File: config.mk
export PLATFORM = sky130hd
export DESIGN_NAME = stream_substring_replace
export DESIGN_NICKNAME = d
export VERILOG_FILES = /design/src/hdl/ssr_pkg.sv /design/src/hdl/ssr_cell.sv /design/src/hdl/ssr_ctrl.sv /design/src/hdl/stream_substring_replace.sv
export SDC_FILE = /design/constraint.sdc
export NUM_CORES = 1
export LEC_CHECK = 0
export ABC_AREA = 1
export BUFFER_PORTS_ARGS = -buffer_cell sky130_fd_sc_hd__buf_2
export CAP_MARGIN = 30
export CELL_PAD_IN_SITES_DETAIL_PLACEMENT = 0
export CELL_PAD_IN_SITES_GLOBAL_PLACEMENT = 2
export CORE_UTILIZATION = 39
export CTS_CLUSTER_DIAMETER = 120
export DETAILED_ROUTE_END_ITERATION = 6
export PLACE_DENSITY = 0.94
export REMOVE_ABC_BUFFERS = 1
export SLEW_MARGIN = 15
export SYNTH_ARGS = -nofsm -noshare
export SYNTH_HDL_FRONTEND = slang
export SYNTH_SLANG_ARGS = --single-unit
export TNS_END_PERCENT = 20
File: constraint.sdc
create_clock -name clk_i -period 6.45 [get_ports clk_i]
set_input_delay 0.9675 -clock clk_i [delete_from_list [all_inputs] [get_ports clk_i]]
set_output_delay 0.9675 -clock clk_i [all_outputs]
set_load 0.01 [all_outputs]
File: src/hdl/ssr_pkg.sv
// ssr_pkg: types, constants and helpers shared by the substring replace block.
// Used by ssr_cell, ssr_ctrl and stream_substring_replace; depends on nothing.
package ssr_pkg;

  localparam int unsigned ByteW          = 8;
  localparam int unsigned MaxPattern     = 8;
  localparam int unsigned MaxReplacement = 8;
  localparam int unsigned FillW          = 4;   // holds 0..MaxPattern
  localparam int unsigned IdxW           = 3;   // indexes one of MaxPattern cells
  localparam int unsigned LenW           = 4;
  localparam int unsigned TotalW         = 16;
  localparam int unsigned CfgIdxW        = 4;
  localparam int unsigned CfgDataW       = 64;

  typedef enum logic [CfgIdxW-1:0] {
    REG_PATTERN_BYTES      = 4'd0,
    REG_PATTERN_LENGTH     = 4'd1,
    REG_REPLACEMENT_BYTES  = 4'd2,
    REG_REPLACEMENT_LENGTH = 4'd3
  } cfg_reg_e;

  typedef enum logic [1:0] {
    ST_ENTRY,
    ST_REPL,
    ST_FLUSH
  } ssr_state_e;

  typedef struct packed {
    logic [ByteW-1:0] in_byte;
    logic             in_has_byte;
    logic             in_last;
  } in_item_t;

  typedef struct packed {
    logic [ByteW-1:0]  out_byte;
    logic              out_has_byte;
    logic              out_last;
    logic [TotalW-1:0] replace_total;
  } out_item_t;

  // Window row control, broadcast from the sequencer to every cell
  typedef struct packed {
    logic             shift;
    logic             wr_en;
    logic [IdxW-1:0]  wr_idx;
    logic [ByteW-1:0] wr_byte;
  } cell_ctl_t;

  function automatic logic [TotalW-1:0] sat_inc(input logic [TotalW-1:0] v);
    logic [TotalW-1:0] r;
    r = (v == {TotalW{1'b1}}) ? v : TotalW'(v + 1'b1);
    return r;
  endfunction

endpackage

File: src/hdl/ssr_cell.sv
// ssr_cell: one byte of the match window with its pattern comparators.
// Depends on ssr_pkg.
module ssr_cell
  import ssr_pkg::*;
(
  input  logic             clk_i,
  input  logic             shift_i,
  input  logic             load_i,
  input  logic [ByteW-1:0] load_byte_i,
  input  logic [ByteW-1:0] next_byte_i,
  input  logic [ByteW-1:0] pat_cur_i,
  input  logic [ByteW-1:0] pat_prev_i,
  output logic [ByteW-1:0] byte_o,
  output logic             eq_cur_o,
  output logic             eq_prev_o
);

  logic [ByteW-1:0] byte_q, byte_d;

  // load beats shift: a pop and an append can land in the same cycle
  always_comb begin
    byte_d = byte_q;
    if (load_i) begin
      byte_d = load_byte_i;
    end else if (shift_i) begin
      byte_d = next_byte_i;
    end
  end

  always_ff @(posedge clk_i) begin
    byte_q <= byte_d;
  end

  assign byte_o    = byte_q;
  assign eq_cur_o  = (byte_q == pat_cur_i);
  assign eq_prev_o = (byte_q == pat_prev_i);

endmodule

File: src/hdl/ssr_ctrl.sv
// ssr_ctrl: item holding stage, replace sequencer, fill and tally counters,
// and the result output register. Depends on ssr_pkg.
module ssr_ctrl
  import ssr_pkg::*;
(
  input  logic                       clk_i,
  input  logic                       rst_ni,
  input  logic                       in_valid_i,
  output logic                       in_stall_o,
  input  in_item_t                   in_data_i,
  output logic                       out_valid_o,
  input  logic                       out_stall_i,
  output out_item_t                  out_data_o,
  input  logic [CfgDataW-1:0]        pat_bytes_i,
  input  logic [LenW-1:0]            pat_len_i,
  input  logic [CfgDataW-1:0]        rep_bytes_i,
  input  logic [LenW-1:0]            rep_len_i,
  input  logic [ByteW-1:0]           head_byte_i,
  input  logic [MaxPattern-1:0]      eq_cur_i,
  input  logic [MaxPattern-1:0]      eq_prev_i,
  output cell_ctl_t                  cell_ctl_o
);

  ssr_state_e        state_q, state_d;
  logic              item_vld_q, item_vld_d;
  in_item_t          item_q;
  logic [FillW-1:0]  fill_q, fill_d;
  logic [TotalW-1:0] tally_q, tally_d;
  logic [IdxW-1:0]   idx_q, idx_d;
  logic              emitted_q, emitted_d;
  logic              out_vld_q, out_vld_d;
  out_item_t         out_q, out_d;

  logic              accept, done, emit, emit_ok;
  out_item_t         res;
  logic [IdxW-1:0]   plen_m1, rlen_m1, fill_idx;
  logic              new_eq, cur_match, look_match;
  logic [MaxPattern-1:0] lt_fill, look_mask;

  assign plen_m1  = IdxW'(pat_len_i - 1'b1);
  assign rlen_m1  = IdxW'(rep_len_i - 1'b1);
  assign fill_idx = fill_q[IdxW-1:0];
  assign new_eq   = (item_q.in_byte == pat_bytes_i[{plen_m1, 3'b000} +: ByteW]);

  always_comb begin
    for (int i = 0; i < MaxPattern; i++) begin
      lt_fill[i]   = (FillW'(i) < fill_q);
      look_mask[i] = (i != 0) && (FillW'(i) < pat_len_i);
    end
  end

  // window as it stands, and as it will stand after the last drain pop
  assign cur_match  = new_eq && (&(eq_cur_i | ~lt_fill));
  assign look_match = new_eq && (&(eq_prev_i | ~look_mask));

  assign emit_ok = !out_vld_q || !out_stall_i;

  always_comb begin
    state_d    = state_q;
    fill_d     = fill_q;
    tally_d    = tally_q;
    idx_d      = idx_q;
    done       = 1'b0;
    emit       = 1'b0;
    res        = '0;
    cell_ctl_o = '{shift: 1'b0, wr_en: 1'b0, wr_idx: fill_idx, wr_byte: item_q.in_byte};

    case (state_q)
      ST_ENTRY: begin
        if (item_vld_q) begin
          if (item_q.in_has_byte) begin
            if (fill_q >= pat_len_i) begin
              // pattern shortened mid-string: drain oldest bytes first
              if (emit_ok) begin
                emit             = 1'b1;
                res.out_byte     = head_byte_i;
                res.out_has_byte = 1'b1;
                if (item_q.in_last && fill_q == pat_len_i && look_match &&
                    rep_len_i == '0) begin
                  res.out_last      = 1'b1;
                  res.replace_total = sat_inc(tally_q);
                end
                cell_ctl_o.shift = 1'b1;
                fill_d           = FillW'(fill_q - 1'b1);
              end
            end else if (FillW'(fill_q + 1'b1) != pat_len_i) begin
              cell_ctl_o.wr_en = 1'b1;
              fill_d           = FillW'(fill_q + 1'b1);
              if (item_q.in_last) begin
                state_d = ST_FLUSH;
              end else begin
                done = 1'b1;
              end
            end else if (cur_match) begin
              fill_d  = '0;
              tally_d = sat_inc(tally_q);
              if (rep_len_i != '0) begin
                state_d = ST_REPL;
                idx_d   = '0;
              end else if (item_q.in_last) begin
                state_d = ST_FLUSH;
              end else begin
                done = 1'b1;
              end
            end else if (emit_ok) begin
              emit             = 1'b1;
              res.out_byte     = (fill_q == '0) ? item_q.in_byte : head_byte_i;
              res.out_has_byte = 1'b1;
              if (item_q.in_last && fill_q == '0) begin
                res.out_last      = 1'b1;
                res.replace_total = tally_q;
              end
              if (fill_q != '0) begin
                cell_ctl_o.shift  = 1'b1;
                cell_ctl_o.wr_en  = 1'b1;
                cell_ctl_o.wr_idx = IdxW'(fill_idx - 1'b1);
              end
              if (item_q.in_last && fill_q != '0) begin
                state_d = ST_FLUSH;
              end else begin
                done = 1'b1;
              end
            end
          end else if (item_q.in_last) begin
            state_d = ST_FLUSH;
          end else begin
            done = 1'b1;
          end
        end
      end

      ST_REPL: begin
        if (emit_ok) begin
          emit             = 1'b1;
          res.out_byte     = rep_bytes_i[{idx_q, 3'b000} +: ByteW];
          res.out_has_byte = 1'b1;
          if (idx_q == rlen_m1) begin
            done = 1'b1;
            if (item_q.in_last) begin
              res.out_last      = 1'b1;
              res.replace_total = tally_q;
            end
          end else begin
            idx_d = IdxW'(idx_q + 1'b1);
          end
        end
      end

      ST_FLUSH: begin
        if (fill_q != '0) begin
          if (emit_ok) begin
            emit             = 1'b1;
            res.out_byte     = head_byte_i;
            res.out_has_byte = 1'b1;
            cell_ctl_o.shift = 1'b1;
            fill_d           = FillW'(fill_q - 1'b1);
            if (fill_q == FillW'(1)) begin
              res.out_last      = 1'b1;
              res.replace_total = tally_q;
              done              = 1'b1;
            end
          end
        end else if (emitted_q) begin
          done = 1'b1;
        end else if (emit_ok) begin
          // no byte came out of this string: send a bare end marker
          emit              = 1'b1;
          res.out_last      = 1'b1;
          res.replace_total = tally_q;
          done              = 1'b1;
        end
      end

      default: begin
        state_d = ST_ENTRY;
      end
    endcase

    if (done) begin
      state_d = ST_ENTRY;
      if (item_q.in_last) begin
        fill_d  = '0;
        tally_d = '0;
      end
    end
  end

  assign emitted_d  = done ? 1'b0 : (emitted_q || emit);
  assign in_stall_o = item_vld_q && !done;
  assign accept     = in_valid_i && !in_stall_o;
  assign item_vld_d = accept ? 1'b1 : (done ? 1'b0 : item_vld_q);

  always_comb begin
    out_vld_d = out_vld_q;
    out_d     = out_q;
    if (emit) begin
      out_vld_d = 1'b1;
      out_d     = res;
    end else if (!out_stall_i) begin
      out_vld_d = 1'b0;
    end
  end

  always_ff @(posedge clk_i or negedge rst_ni) begin
    if (!rst_ni) begin
      state_q    <= ST_ENTRY;
      item_vld_q <= 1'b0;
      fill_q     <= '0;
      tally_q    <= '0;
      idx_q      <= '0;
      emitted_q  <= 1'b0;
      out_vld_q  <= 1'b0;
    end else begin
      state_q    <= state_d;
      item_vld_q <= item_vld_d;
      fill_q     <= fill_d;
      tally_q    <= tally_d;
      idx_q      <= idx_d;
      emitted_q  <= emitted_d;
      out_vld_q  <= out_vld_d;
    end
  end

  always_ff @(posedge clk_i) begin
    if (accept) begin
      item_q <= in_data_i;
    end
    out_q <= out_d;
  end

  assign out_valid_o = out_vld_q;
  assign out_data_o  = out_q;

endmodule

File: src/hdl/stream_substring_replace.sv
// stream_substring_replace: streaming replace-all of a configured byte pattern.
// Depends on ssr_pkg, ssr_cell and ssr_ctrl.
//
//   channel  direction  handshake            payload
//   in       sink       in_valid_i/in_stall_o   in_data_i  (in_item_t)
//   out      source     out_valid_o/out_stall_i out_data_o (out_item_t)
//   cfg      sink       cfg_valid_i/cfg_ready_o cfg_idx_i, cfg_data_i
//
// Pace: one input transfer per clock while each byte yields at most one result.
// A byte that completes a match then sends the replacement bytes, and an end of
// string pops the bytes left in the window, the last pop carrying the end mark;
// the single result register sets the pace: one result per clock unless stalled.
// Reset: asynchronous, active low; clears the window fill, the tally and the
// registers to pattern_length 1, everything else 0. No clearing pass.
// Stalls: out_stall_i holds the result register; the held input transfer then
// waits, and in_stall_o rises until its work is done.
module stream_substring_replace
  import ssr_pkg::*;
(
  input  logic                clk_i,
  input  logic                rst_ni,
  input  logic                in_valid_i,
  output logic                in_stall_o,
  input  in_item_t            in_data_i,
  output logic                out_valid_o,
  input  logic                out_stall_i,
  output out_item_t           out_data_o,
  input  logic                cfg_valid_i,
  output logic                cfg_ready_o,
  input  logic [CfgIdxW-1:0]  cfg_idx_i,
  input  logic [CfgDataW-1:0] cfg_data_i
);

  // Configuration registers
  logic [CfgDataW-1:0] pat_bytes_q, rep_bytes_q;
  logic [LenW-1:0]     pat_len_q, rep_len_q;
  logic [LenW-1:0]     pat_len_eff, rep_len_eff;

  // Window row
  cell_ctl_t                          cell_ctl;
  logic [MaxPattern-1:0][ByteW-1:0]   cell_byte;
  logic [MaxPattern-1:0]              eq_cur, eq_prev;

  assign cfg_ready_o = 1'b1;

  always_ff @(posedge clk_i or negedge rst_ni) begin
    if (!rst_ni) begin
      pat_bytes_q <= '0;
      pat_len_q   <= LenW'(1);
      rep_bytes_q <= '0;
      rep_len_q   <= '0;
    end else if (cfg_valid_i) begin
      case (cfg_idx_i)
        REG_PATTERN_BYTES:      pat_bytes_q <= cfg_data_i;
        REG_PATTERN_LENGTH:     pat_len_q   <= cfg_data_i[LenW-1:0];
        REG_REPLACEMENT_BYTES:  rep_bytes_q <= cfg_data_i;
        REG_REPLACEMENT_LENGTH: rep_len_q   <= cfg_data_i[LenW-1:0];
        default: ;  // drop writes beyond the register list
      endcase
    end
  end

  // Clamp lengths: a zero pattern acts as one byte, both cap at the window size
  always_comb begin
    pat_len_eff = pat_len_q;
    if (pat_len_q == '0) begin
      pat_len_eff = LenW'(1);
    end else if (pat_len_q > LenW'(MaxPattern)) begin
      pat_len_eff = LenW'(MaxPattern);
    end
    rep_len_eff = (rep_len_q > LenW'(MaxReplacement)) ? LenW'(MaxReplacement) : rep_len_q;
  end

  // Row of cells: cell 0 holds the oldest byte, a pop moves every byte one
  // cell towards it. Each cell also compares against the pattern byte one
  // place earlier, to see the window as it will be after that pop.
  for (genvar g = 0; g < MaxPattern; g++) begin : g_cell
    logic [ByteW-1:0] next_byte, pat_prev;

    if (g == MaxPattern - 1) begin : g_tail
      assign next_byte = cell_byte[g];
    end else begin : g_body
      assign next_byte = cell_byte[g+1];
    end

    if (g == 0) begin : g_head
      assign pat_prev = '0;
    end else begin : g_rest
      assign pat_prev = pat_bytes_q[(g-1)*ByteW +: ByteW];
    end

    ssr_cell u_cell (
      .clk_i       (clk_i),
      .shift_i     (cell_ctl.shift),
      .load_i      (cell_ctl.wr_en && (cell_ctl.wr_idx == IdxW'(g))),
      .load_byte_i (cell_ctl.wr_byte),
      .next_byte_i (next_byte),
      .pat_cur_i   (pat_bytes_q[g*ByteW +: ByteW]),
      .pat_prev_i  (pat_prev),
      .byte_o      (cell_byte[g]),
      .eq_cur_o    (eq_cur[g]),
      .eq_prev_o   (eq_prev[g])
    );
  end

  ssr_ctrl u_ctrl (
    .clk_i       (clk_i),
    .rst_ni      (rst_ni),
    .in_valid_i  (in_valid_i),
    .in_stall_o  (in_stall_o),
    .in_data_i   (in_data_i),
    .out_valid_o (out_valid_o),
    .out_stall_i (out_stall_i),
    .out_data_o  (out_data_o),
    .pat_bytes_i (pat_bytes_q),
    .pat_len_i   (pat_len_eff),
    .rep_bytes_i (rep_bytes_q),
    .rep_len_i   (rep_len_eff),
    .head_byte_i (cell_byte[0]),
    .eq_cur_i    (eq_cur),
    .eq_prev_i   (eq_prev),
    .cell_ctl_o  (cell_ctl)
  );

  // Appends never land beyond the current pattern length
  assert property (@(posedge clk_i) disable iff (!rst_ni)
    cell_ctl.wr_en |-> (FillW'(cell_ctl.wr_idx) < pat_len_eff))
    else $error("window write beyond pattern length");

  // Every pop from the row hands a byte to the result register
  assert property (@(posedge clk_i) disable iff (!rst_ni)
    cell_ctl.shift |=> out_valid_o)
    else $error("window pop without a result transfer");

  // A result without a byte is always a bare end marker
  assert property (@(posedge clk_i) disable iff (!rst_ni)
    (out_valid_o && !out_data_o.out_has_byte) |->
      (out_data_o.out_last && out_data_o.out_byte == '0))
    else $error("byteless result is not an end marker");

  // The count only travels with the final result of a string
  assert property (@(posedge clk_i) disable iff (!rst_ni)
    (out_valid_o && !out_data_o.out_last) |-> (out_data_o.replace_total == '0))
    else $error("replace count on a non-final result");

endmodule
==> flow_metrics.env <==
export IMPL_clock_path_buffers=3
export IMPL_timing_final_ws_setup_ns=0.704
export IMPL_ys_async_sr_fraction_pct=62.1
export IMPL_dieArea_um2=41400
export IMPL_grt_pass1_vias=13833
export IMPL_synth_largest_area_cell="dfrtp_1"
export IMPL_fin_nets=2252
export IMPL_r2r_start="pat_len_q[0]"
export IMPL_initial_core_util_pct=39.6
export IMPL_ioPinCount=112
export IMPL_yosysUniqueCellTypes=54
export IMPL_synthDominantCellAreaShare_pct=25.8
export IMPL_cts_buffers_inserted=31
export IMPL_grt_pass1_wl_mm=83.5
export IMPL_antenna_found_initial=1
export IMPL_worstSetupStartpoint="pat_len_q[0]"
export IMPL_wl_per_cell_um=20.1
export IMPL_clk_latency_ns=0.58
export IMPL_ys_seq_area_share_pct=44.9
export IMPL_htreeDepth=1
export IMPL_die_h_um=203
export IMPL_hold_path_class="in -> async"
export IMPL_finalSetupViolations=0
export IMPL_power_switching_share_pct=44.9
export IMPL_power_frac_comb_pct=42.5
export IMPL_fmax_mhz=174
export IMPL_dr_wl_met2_mm=26.1
export IMPL_drc=0
export IMPL_yosysMostFrequentCell="nand2_1"
export IMPL_clockRootBuffer="clkbuf_16"
export IMPL_synth_edf_count=100
export IMPL_cp_start_kind="flip-flop"
export IMPL_clock_skew_ns=0.0143
export IMPL_yosysWarnings=0
export IMPL_p_int_w=0.00463
export IMPL_synth_area_leaders="dfrtp_1, edfxtp_1, nand2_1"
export IMPL_synthToLayoutAreaGrowth_pct=13.2
export IMPL_drt_iter0_drc=1156
export IMPL_syn_inst=2078
export IMPL_syn_area_um2=15800
export IMPL_post_cts_buffers=0
export IMPL_crit_fanout=21
export IMPL_grt_max_degree=98
export IMPL_gp_congestion=0.927
export IMPL_cts_tree="done"
export IMPL_numPlacedInstances=2644
export IMPL_dp_hpwl_mm=40.9
export IMPL_endpoint_kind="output pin"
export IMPL_switching_power_w=0.00377
export IMPL_cp_arrival_ns=4.78
export IMPL_ys_ff_latch=264
export IMPL_row_count=73
export IMPL_drive_gt1_share_pct=10.7
export IMPL_power_w=0.00840
export IMPL_synth_ff_type="dfrtp_1"
export IMPL_pre_cts_slack_ns=1.04
export IMPL_wl_met3_mm=2.94
export IMPL_fin_crit_ns=5.75
export IMPL_maxUsedRoutingLayer="met5"
export IMPL_path_clk_slew_ns=0.06
export IMPL_grt_ovfl_total=0
export IMPL_cap_violations=0
export IMPL_cts_hold_buf=0
export IMPL_tightestPinTransition_ns=0.880
export IMPL_met1_length_mm=24.0
export IMPL_path_class="reg -> out"
export IMPL_core_area_um2=39900
export IMPL_power_density_nw_per_um2=469
export IMPL_clock_sinks=264
export IMPL_tns_ns=0
export IMPL_rrSetupSlack_ns=0.95
export IMPL_ant_nets=0
export IMPL_wirelength_mm=54.2
export IMPL_synth_common_cells="nand2_1, inv_1, o21ai_0, nand3_1, dfrtp_1"
export IMPL_required_ns=5.48
export IMPL_ir_drop_v=0.000225
export IMPL_insertedDiodeCount=0
export IMPL_cts_resized=0
export IMPL_vias_per_cell=5.33
export IMPL_fin_cells=2702
export IMPL_hold_viol_final=0
export IMPL_status="completed"
export IMPL_grt_usage_pct=26.6
export IMPL_final_period_utilization_pct=89.1
export IMPL_rsz0062_at_grt="no"
export IMPL_die_w_um=203
export IMPL_max_slew_margin_rel_pct=41.3
export IMPL_portBuffers=110
export IMPL_vias=14401
export IMPL_report_final_slew_viol_count=0
export IMPL_syn_area_per_cell_um2=7.61
export IMPL_pwr_share_clk_pct=21.0
export IMPL_drtPass1Iterations=6
export IMPL_sequentialPowerShare_pct=36.5
export IMPL_leakage_nw=8.41
[power groups by stage]
stage | Combinational [W] | Clock [W] | Sequential (W)
6_report | 0.00357 | 0.00177 | 0.00307
5_1_grt | 0.00399 | 0.00185 | 0.00313
4_1_cts | 0.00354 | 0.00180 | 0.00307
3_5_place_dp | 0.00353 | 0 | 0.00310
3_3_place_gp | 0.00350 | 0 | 0.00309
2_1_floorplan | 0.00235 | 0 | 0.00292
[path summary, 6_finish.rpt]
check	endpoint	cells after the start
max in group asynchronous	u_ctrl.fill_q[1]	2
min in group clk_i	rep_bytes_q[54]	2
setup reg to reg	g_cell[6].u_cell.byte_o[0]	18
setup / recovery	in_stall_o	23
hold reg to reg	rep_bytes_q[54]	2
hold / removal	rep_bytes_q[2]	1
[placed cells by master, fill, tap and decap left out, types with 4 or more instances in the layout]
cell / Yosys / routed
nand2_1: 605 / 605
inv_1: 235 / 235
o21ai_0: 220 / 220
nand3_1: 219 / 217
dfrtp_1: 163 / 163
nor2_1: 120 / 120
buf_2: 17 / 109
edfxtp_1: 100 / 100
xnor2_1: 44 / 44
xor2_1: 43 / 43
a21oi_1: 41 / 41
clkbuf_16: 0 / 33
nand4_1: 29 / 29
nor3_1: 22 / 22
buf_4: 10 / 19
ha_1: 16 / 16
o211ai_1: 10 / 10
o32ai_1: 9 / 9
o221ai_1: 9 / 9
or2_2: 8 / 8
nand3_2: 8 / 8
mux2i_1: 8 / 8
nand3b_1: 7 / 7
a31oi_1: 7 / 7
nor4_1: 7 / 7
clkinv_2: 0 / 7
inv_2: 6 / 6
clkbuf_8: 0 / 6
nand2_2: 5 / 5
o22ai_1: 4 / 4
[worst max-delay path: stages, from the launching register on]
cell and delay, ns:
dfstp_2 0.55, inv_1 0.05, o21ai_1 0.11, nand2_1 0.38, ha_1 0.43, buf_4 0.22, inv_1 0.58, nand3_1 0.20
nand2_1 0.11, nand2_1 0.08, nand3_1 0.10, nand2_1 0.06, nor2_1 0.09, nand2_1 0.08, nor2_1 0.24, nand4_1 0.13
nand3_1 0.12, nand2_1 0.06, nand2_1 0.06, nand2_1 0.06, nand2_1 0.19, nand2_1 0.11, inv_1 0.07, buf_2 0.12
[registers in the layout (all words and copies together) (netlist names), 2 cells and up]
register and cells:
u_ctrl.state_q 2, u_ctrl.cell_ctl_o 8, u_ctrl.idx_q 3, rep_len_q 4, g_cell.u_cell.byte_o 64, u_ctrl.item_q 2, u_ctrl.tally_q 16, u_ctrl.out_data_o 26
rep_bytes_q 64, pat_len_q 4, u_ctrl.fill_q 4, pat_bytes_q 64
[through the flow]
step	area [um2]	hold WS [ns]	utilization, %
detailed placement	16900	0.467	42.2
global placement	16800	0.461	42.1
finish	17900	0.366	44.9
floorplan	15400	0.448	-
global route	17900	0.408	44.9
CTS	17900	0.387	44.8
[logic make-up after synthesis]
logic type | after synthesis | synth area share [%]
xor gates and xnor gates | 89 | 5.16
and+or+nand+nor | 1042 | 28.3
other | 1 | 0.0237
muxes | 8 | 0.506
buffers and inverters | 334 | 8.34
DFF | 264 | 44.9
adders and majority gates | 16 | 1.27
AOI/OAI and AO/OA | 324 | 11.5
[metal layers]
layer	up-vias	GRT usage, %
met1	6907	35.3
met5	-	0
li1	6958	-
met3	85	4.22
met2	449	45.2
met4	2	6.15
[layout make-up]
| type | count | area, um2 |
|---|---|---|
| fill | 4001 | 22000 |
| multi-input combinational | 1480 | 7420 |
| sequential | 264 | 7110 |
| clock buffer | 42 | 920 |
| inverter | 244 | 916 |
| timing repair buffer | 132 | 762 |
| tap | 525 | 657 |
| clock inverter | 15 | 123 |
Note: power is estimated with default switching activity, not from simulation.
